### src/rlpm_pkg.sv
// shared types, constants and helpers for the longest-prefix-match route table
// no dependencies
package rlpm_pkg;

   // table size and derived widths
   localparam int ROUTE_ENTRIES = 16;
   localparam int IDX_W = (ROUTE_ENTRIES > 1) ? $clog2(ROUTE_ENTRIES) : 1;
   localparam int CNT_W = $clog2(ROUTE_ENTRIES + 1);

   // field widths
   localparam int ADDR_W  = 32;
   localparam int LEN_W   = 6;
   localparam int EIDX_W  = 4;
   localparam int REQ_DATA_W = 136;
   localparam int RSP_DATA_W = 40;

   // request kinds carried on tuser
   localparam logic FUNC_WRITE  = 1'b0;
   localparam logic FUNC_LOOKUP = 1'b1;

   // controller states
   typedef enum logic [1:0] {
      ST_IDLE,
      ST_SCAN,
      ST_DONE
   } state_type;

   // one stored route, prefix length worked out at write time
   typedef struct packed {
      logic [ADDR_W-1:0] gateway;
      logic [ADDR_W-1:0] mask;
      logic [ADDR_W-1:0] dest;
      logic [LEN_W-1:0]  len;
   } route_entry_type;

   localparam int ENTRY_W = $bits(route_entry_type);

   // count of leading one bits: position of the highest zero bit wins
   function automatic logic [LEN_W-1:0] leading_ones(input logic [ADDR_W-1:0] m);
      logic [LEN_W-1:0] n;
      n = LEN_W'(ADDR_W);
      for (int i = 0; i < ADDR_W; i++) begin
         if (!m[i]) begin
            n = LEN_W'(ADDR_W - 1 - i);
         end
      end
      return n;
   endfunction

endpackage

### src/rlpm_ram.sv
// generic single-write, single-read synchronous ram with registered read data
// no dependencies
module rlpm_ram #(
   parameter int WIDTH = 8,
   parameter int DEPTH = 16
) (
   input  logic                                    clock,
   input  logic                                    wr_en,
   input  logic [((DEPTH > 1) ? $clog2(DEPTH) : 1)-1:0] wr_addr,
   input  logic [WIDTH-1:0]                        wr_data,
   input  logic [((DEPTH > 1) ? $clog2(DEPTH) : 1)-1:0] rd_addr,
   output logic [WIDTH-1:0]                        rd_data
);

   logic [WIDTH-1:0] mem_ff [DEPTH];
   logic [WIDTH-1:0] rd_data_ff;

   // write port
   always_ff @(posedge clock) begin
      if (wr_en) begin
         mem_ff[wr_addr] <= wr_data;
      end
   end

   // registered read port
   always_ff @(posedge clock) begin
      rd_data_ff <= mem_ff[rd_addr];
   end

   assign rd_data = rd_data_ff;

endmodule

### src/route_longest_prefix_match.sv
// IPv4 longest-prefix-match route table: controller, valid bits and result register
// depends on rlpm_pkg and rlpm_ram
//
// Usage:
//   req channel: each word is a route write (tuser = 0) or a lookup (tuser = 1).
//   A route write stores destination, mask, gateway and valid at entry_index and
//   returns nothing; it is taken in ST_IDLE and the next word may follow at once.
//   A lookup walks the route ram one entry per cycle from entry 0 upward,
//   comparing (address & mask) against destination and keeping the longest
//   prefix; the lowest index wins a tie, and a /0 route can win.
//   rsp channel: one word per lookup with next hop and prefix length in tdata
//   and the found flag in tuser; no match gives next hop 0, found 0, length 0.
// Timing:
//   a lookup holds req_tready low while in ST_SCAN and ST_DONE, as the single
//   read port of the route ram gives one entry at a time; the result register
//   is loaded as ST_DONE returns to ST_IDLE.
// Reset: synchronous, clears all valid bits and the result valid flag; ram
//   contents are left as they are and count only while their valid bit is set.
// Stall: a waiting result sits in the output register while new words are
//   taken; a finished lookup waits in its last state until that register frees.
module route_longest_prefix_match
   import rlpm_pkg::*;
(
   input  logic                  clock,
   input  logic                  reset,
   // request words
   input  logic                  req_tvalid,
   output logic                  req_tready,
   // entry_index[3:0], route_dest[35:4], route_mask[67:36],
   // route_gateway[99:68], route_valid[100], lookup_addr[132:101], zero pad
   input  logic [REQ_DATA_W-1:0] req_tdata,
   // func[0]
   input  logic                  req_tuser,
   // result words
   output logic                  rsp_tvalid,
   input  logic                  rsp_tready,
   // next_hop[31:0], prefix_len[37:32], zero pad
   output logic [RSP_DATA_W-1:0] rsp_tdata,
   // found[0]
   output logic                  rsp_tuser
);

   // request field unpacking
   logic [EIDX_W-1:0] entry_index;
   logic [ADDR_W-1:0] route_dest;
   logic [ADDR_W-1:0] route_mask;
   logic [ADDR_W-1:0] route_gateway;
   logic              route_valid;
   logic [ADDR_W-1:0] lookup_addr;

   assign entry_index   = req_tdata[3:0];
   assign route_dest    = req_tdata[35:4];
   assign route_mask    = req_tdata[67:36];
   assign route_gateway = req_tdata[99:68];
   assign route_valid   = req_tdata[100];
   assign lookup_addr   = req_tdata[132:101];

   // control state
   state_type state_ff, state_in;
   logic [CNT_W-1:0]         rd_cnt_ff;
   logic                     cmp_vld_ff;
   logic [IDX_W-1:0]         cmp_idx_ff;
   logic [ROUTE_ENTRIES-1:0] valid_ff;

   // lookup working registers
   logic [ADDR_W-1:0] addr_ff;
   logic              hit_ff;
   logic [LEN_W-1:0]  best_len_ff;
   logic [ADDR_W-1:0] best_gw_ff;

   // result register
   logic              rsp_valid_ff;
   logic [ADDR_W-1:0] rsp_hop_ff;
   logic              rsp_found_ff;
   logic [LEN_W-1:0]  rsp_len_ff;

   logic accept;
   logic wr_go;
   logic lk_go;
   logic rd_issue;
   logic scan_last;
   logic rsp_load;
   logic rsp_free;

   route_entry_type wr_entry;
   route_entry_type rd_entry;
   logic [ENTRY_W-1:0] rd_word;
   logic [IDX_W-1:0]   wr_addr;
   logic               entry_match;

   assign accept = req_tvalid && req_tready;
   assign wr_go  = accept && (req_tuser == FUNC_WRITE)
                   && (int'(entry_index) < ROUTE_ENTRIES);
   assign lk_go  = accept && (req_tuser == FUNC_LOOKUP);
   assign wr_addr = IDX_W'(entry_index);

   // route word built on the way in
   always_comb begin
      wr_entry.gateway = route_gateway;
      wr_entry.mask    = route_mask;
      wr_entry.dest    = route_dest;
      wr_entry.len     = leading_ones(route_mask);
   end

   // route storage
   rlpm_ram #(
      .WIDTH (ENTRY_W),
      .DEPTH (ROUTE_ENTRIES)
   ) u_route_ram (
      .clock   (clock),
      .wr_en   (wr_go),
      .wr_addr (wr_addr),
      .wr_data (wr_entry),
      .rd_addr (rd_cnt_ff[IDX_W-1:0]),
      .rd_data (rd_word)
   );

   assign rd_entry = route_entry_type'(rd_word);

   // scan progress
   assign rd_issue  = (state_ff == ST_SCAN) && (int'(rd_cnt_ff) < ROUTE_ENTRIES);
   assign scan_last = cmp_vld_ff && (cmp_idx_ff == IDX_W'(ROUTE_ENTRIES - 1));
   assign rsp_free  = !rsp_valid_ff || rsp_tready;

   // entry compare against the word just read
   assign entry_match = cmp_vld_ff && valid_ff[cmp_idx_ff]
                        && ((addr_ff & rd_entry.mask) == rd_entry.dest);

   // state register
   always_ff @(posedge clock) begin
      if (reset) begin
         state_ff <= ST_IDLE;
      end else begin
         state_ff <= state_in;
      end
   end

   // next state and handshake outputs
   always_comb begin
      state_in   = state_ff;
      req_tready = 1'b0;
      rsp_load   = 1'b0;
      unique case (state_ff)
         ST_IDLE: begin
            req_tready = 1'b1;
            if (lk_go) begin
               state_in = ST_SCAN;
            end
         end
         ST_SCAN: begin
            if (scan_last) begin
               state_in = ST_DONE;
            end
         end
         ST_DONE: begin
            if (rsp_free) begin
               rsp_load = 1'b1;
               state_in = ST_IDLE;
            end
         end
         default: begin
            state_in = ST_IDLE;
         end
      endcase
   end

   // read counter and compare pipeline tag
   always_ff @(posedge clock) begin
      if (reset) begin
         rd_cnt_ff  <= '0;
         cmp_vld_ff <= 1'b0;
         cmp_idx_ff <= '0;
      end else begin
         cmp_vld_ff <= rd_issue;
         cmp_idx_ff <= rd_cnt_ff[IDX_W-1:0];
         if (lk_go) begin
            rd_cnt_ff <= '0;
         end else if (rd_issue) begin
            rd_cnt_ff <= rd_cnt_ff + CNT_W'(1);
         end
      end
   end

   // valid bits
   always_ff @(posedge clock) begin
      if (reset) begin
         valid_ff <= '0;
      end else if (wr_go) begin
         valid_ff[wr_addr] <= route_valid;
      end
   end

   // best match so far
   always_ff @(posedge clock) begin
      if (reset) begin
         hit_ff <= 1'b0;
      end else if (lk_go) begin
         hit_ff <= 1'b0;
      end else if (entry_match) begin
         hit_ff <= 1'b1;
      end
   end

   always_ff @(posedge clock) begin
      if (lk_go) begin
         addr_ff     <= lookup_addr;
         best_len_ff <= '0;
         best_gw_ff  <= '0;
      end else if (entry_match && (!hit_ff || (rd_entry.len > best_len_ff))) begin
         best_len_ff <= rd_entry.len;
         best_gw_ff  <= rd_entry.gateway;
      end
   end

   // result register
   always_ff @(posedge clock) begin
      if (reset) begin
         rsp_valid_ff <= 1'b0;
      end else if (rsp_load) begin
         rsp_valid_ff <= 1'b1;
      end else if (rsp_tready) begin
         rsp_valid_ff <= 1'b0;
      end
   end

   always_ff @(posedge clock) begin
      if (rsp_load) begin
         rsp_hop_ff   <= best_gw_ff;
         rsp_found_ff <= hit_ff;
         rsp_len_ff   <= best_len_ff;
      end
   end

   assign rsp_tvalid = rsp_valid_ff;
   assign rsp_tdata  = {{(RSP_DATA_W - ADDR_W - LEN_W){1'b0}}, rsp_len_ff, rsp_hop_ff};
   assign rsp_tuser  = rsp_found_ff;

endmodule

### config.mk
export PLATFORM = sky130hd
export DESIGN_NAME = route_longest_prefix_match
export DESIGN_NICKNAME = d
export VERILOG_FILES = /design/src/rlpm_pkg.sv /design/src/rlpm_ram.sv /design/src/route_longest_prefix_match.sv
export SDC_FILE = /design/constraint.sdc
export NUM_CORES = 2
export LEC_CHECK = 0
export BUFFER_PORTS_ARGS = -buffer_cell sky130_fd_sc_hd__buf_2
export CORE_UTILIZATION = 40
export CTS_BUF_LIST = sky130_fd_sc_hd__clkbuf_8
export CTS_CLUSTER_DIAMETER = 120
export DETAILED_ROUTE_END_ITERATION = 10
export SLEW_MARGIN = 0
export SYNTH_ARGS = -nofsm -noshare
export SYNTH_HDL_FRONTEND = slang
export SYNTH_SLANG_ARGS = --single-unit
### constraint.sdc
create_clock -name clock -period 9.45 [get_ports clock]
set_input_delay 0.945 -clock clock [delete_from_list [all_inputs] [get_ports clock]]
set_output_delay 0.945 -clock clock [all_outputs]
set_load 0.1 [all_outputs]
==> flow_metrics.py <==
metrics = {
    "grt": {
        "grt_pass1_vias": 33200,
        "overflow": 0,
        "grtUsageTotal": 0.189,
        "grt_max_degree": 128,
        "grt_pass1_wl_mm": 236,
        "antenna_found_initial": 28,
    },
    "timing": {
        "skew_ps": 92.9,
        "worst_pin_slew_ps": 1150,
        "slew_violations": 0,
        "hold_viol_final": 0,
        "min_period_ps": 3910,
        "hold_ws_ps": 127,
        "fin_crit_sh": 0.414,
        "rsz0062_at_grt": "false",
        "fin_tns_setup_ps": 0,
        "slew_headroom": 0.228,
        "fmax_mhz": 256,
        "setup_viol_count_final": 0,
    },
    "yosys": {
        "netlist_area_um2": 69100,
        "synth_top_area_cell": "edfxtp_1",
        "syn_inst": 2932,
        "synth_cell_types": 50,
        "synth_area_leaders": "edfxtp_1 (74%), mux4_2 (17%), dfxtp_1 (4.9%), clkbuf_1 (0.50%), a21oi_1 (0.49%)",
        "synthTopCellsByCount": "edfxtp_1 (1703), mux4_2 (515), dfxtp_1 (170)",
        "async_flop_share": 0,
        "synth-edff-count": 1703,
        "synth_top_area_frac": 0.740,
        "synth_seq_cells": 1873,
        "yosysMostFrequentCell": "edfxtp_1",
        "synth_top_flop_cell": "edfxtp_1",
        "yosysWarnings": 0,
        "syn_avg_cell_area_um2": 23.6,
        "synth_seq_area_share": 0.789,
    },
    "placement": {
        "place_congestion": 0.724,
        "dp.final_hpwl_mm": 82.4,
        "placed_cells": 5335,
        "portBuffers": 178,
    },
    "power_and_ir_drop": {
        "p_per_area_nw_per_um2": 206,
        "leakage_uw": 0.0244,
        "worst_ir_drop_vdd_mv": 0.151,
    },
    "critical_path": {
        "cp_slowest_stage_delay_ps": 890,
        "worst_r2r_path_depth": 6,
        "arrival_ps": 4440,
        "crit_path_end_kind": "flop",
        "path_cells": "nor4b_1, nor2b_1, nand2_1, nor2_4, buf_4, buf_4",
        "cp.required_ps": 9990,
        "startpoint_type": "flop",
        "slowest_stage": "buf_4",
        "path_class": "flop to flop",
        "cp_common_cell": "buf_4",
        "cp_max_fo": 44,
    },
    "floorplan": {
        "core_area_um2": 172000,
        "fp.dieW_um": 418,
        "rows": 152,
        "die_h_um": 418,
        "pin_count": 184,
        "die_area_um2": 175000,
        "initial_core_util": 0.403,
    },
    "final_layout": {
        "fillerInstances": 14200,
        "final_cells": 5900,
        "multi_input_area_um2": 14100,
        "syn_to_final_growth_pct": 14.0,
        "drive_above_1_share": 0.335,
        "seq_area_um2": 54600,
        "nets": 3495,
    },
    "route": {
        "drcViolationCount": 0,
        "first_iter_violations": 3217,
        "wl_mm": 165,
        "num_vias": 32200,
        "wire_per_inst_um": 27.9,
        "vias_per_cell": 5.46,
        "antenna_left": 0,
        "drt_pass1_iterations": 5,
    },
    "min_path": {
        "holdPathStages": 1,
        "hold_path_class": "input port to flop",
    },
    "clock_network": {
        "clk_pin_slew_ps": 60,
        "cts_resized": 0,
        "htreeDepth": 5,
        "ctsHoldBuffers": 0,
        "clk_latency_ps": 1010,
        "cts_inserted_buffers": 320,
        "cts_setup_buffers": 0,
        "clock_sinks": 1873,
        "cts_tree": "built",
        "cts_root_buf": "clkbuf_8",
        "clockBufferDepth": 4,
    },
    "outcome": {
        "status": "finished clean",
    },
    "job": {
        "cap_violations": 0,
    },
}
==> power breakdown <==
part           internal, uW  switching, uW  leakage (uW)
Sequential             9110           40.6        0.0166
Clock                  3430           3140       0.00341
Combinational           221            308       0.00434
Total                 12800           3480        0.0244
==> final timing paths <==
| kind | startpoint | endpoint | slack [ps] |
|---|---|---|---|
| worst max register to register | state_ff[1] | u_route_ram.mem_ff[14][47] | 5540 |
| worst max-delay path | state_ff[1] | u_route_ram.mem_ff[14][47] | 5540 |
| worst min-delay path | req_tdata[129] | addr_ff[28] | 130 |
| worst min register to register | best_gw_ff[1] | rsp_hop_ff[1] | 420 |
==> per-layer routing <==
layer | share of wire | vias up | GRT usage
met4 | 0.027 | 30 | 0.0636
met3 | 0.069 | 309 | 0.0425
met5 | 0.0011 | - | 0
met1 | 0.42 | 17300 | 0.258
li1 | - | 13400 | -
met2 | 0.48 | 1132 | 0.301
==> cell usage in the layout (no fill, tap or decap), types with 10 or more instances in the layout <==
| cell type | instances |
|---|---|
| a21oi_1 | 68 |
| buf_12 | 11 |
| buf_2 | 178 |
| buf_4 | 54 |
| clkbuf_8 | 355 |
| clkinv_1 | 43 |
| clkinv_2 | 29 |
| dfxtp_1 | 166 |
| edfxtp_1 | 1703 |
| inv_1 | 136 |
| mux4_2 | 515 |
| nand2_1 | 52 |
| nand4_1 | 50 |
| nor2_1 | 23 |
| nor2_4 | 12 |
| o21ai_0 | 22 |
| o31ai_1 | 18 |
| o31ai_2 | 20 |
| xnor2_1 | 12 |
| xor2_1 | 10 |
==> state kept, by name (all words and copies together), names as in the netlist <==
signal and count:
addr_ff 32, best_gw_ff 32, best_len_ff 6, cmp_idx_ff 4, cmp_vld_ff 1, hit_ff 1, rd_cnt_ff 5, rsp_hop_ff 32
rsp_len_ff 6, rsp_tuser 1, rsp_tvalid 1, state_ff 2, u_route_ram.mem_ff 1632, u_route_ram.rd_data 102, valid_ff 16
==> per-stage QoR <==
stage	power, uW	setup WS [ps]	instance area (um^2)	utilization
after floorplan	9620	40.4	69200	-
after global placement	9850	4830	73100	0.426
after detailed placement	9860	4760	73100	0.426
after CTS	16400	5460	78800	0.459
after global routing	16800	5310	78800	0.459
final	16200	5540	78900	0.459
==> logic make-up (layout without fill, tap and decap cells) <==
group,Yosys count,after routing,share of synthesized area
AOI/OAI and AO/OA,153,153,0.0150
DFF,1873,1873,0.789
other,1,7,0.0000542
muxes,520,520,0.168
adders and majority gates,7,7,0.00127
and+or+nand+nor,192,192,0.0141
xor gates and xnor gates,22,22,0.00279
buffers and inverters,164,816,0.00957
==> critical path, delay by kind of cell, from the launching register on <==
family | cells | cell delay, ps
AND/OR/NAND/NOR | 4 | 1580
flip-flops | 1 | 330
buffers and inverters | 2 | 1500
==> final cells by class <==
type                            instances  area share
Antenna cell                            5    0.000159
Multi-Input combinational cell        896       0.179
Timing Repair Buffer                  243      0.0192
Clock inverter                        205      0.0108
Inverter                               13    0.000619
Clock buffer                          355      0.0620
Tap cell                             2310      0.0367
Sequential cell                      1873       0.692
No activity file was read; power rests on OpenSTA's default activity.
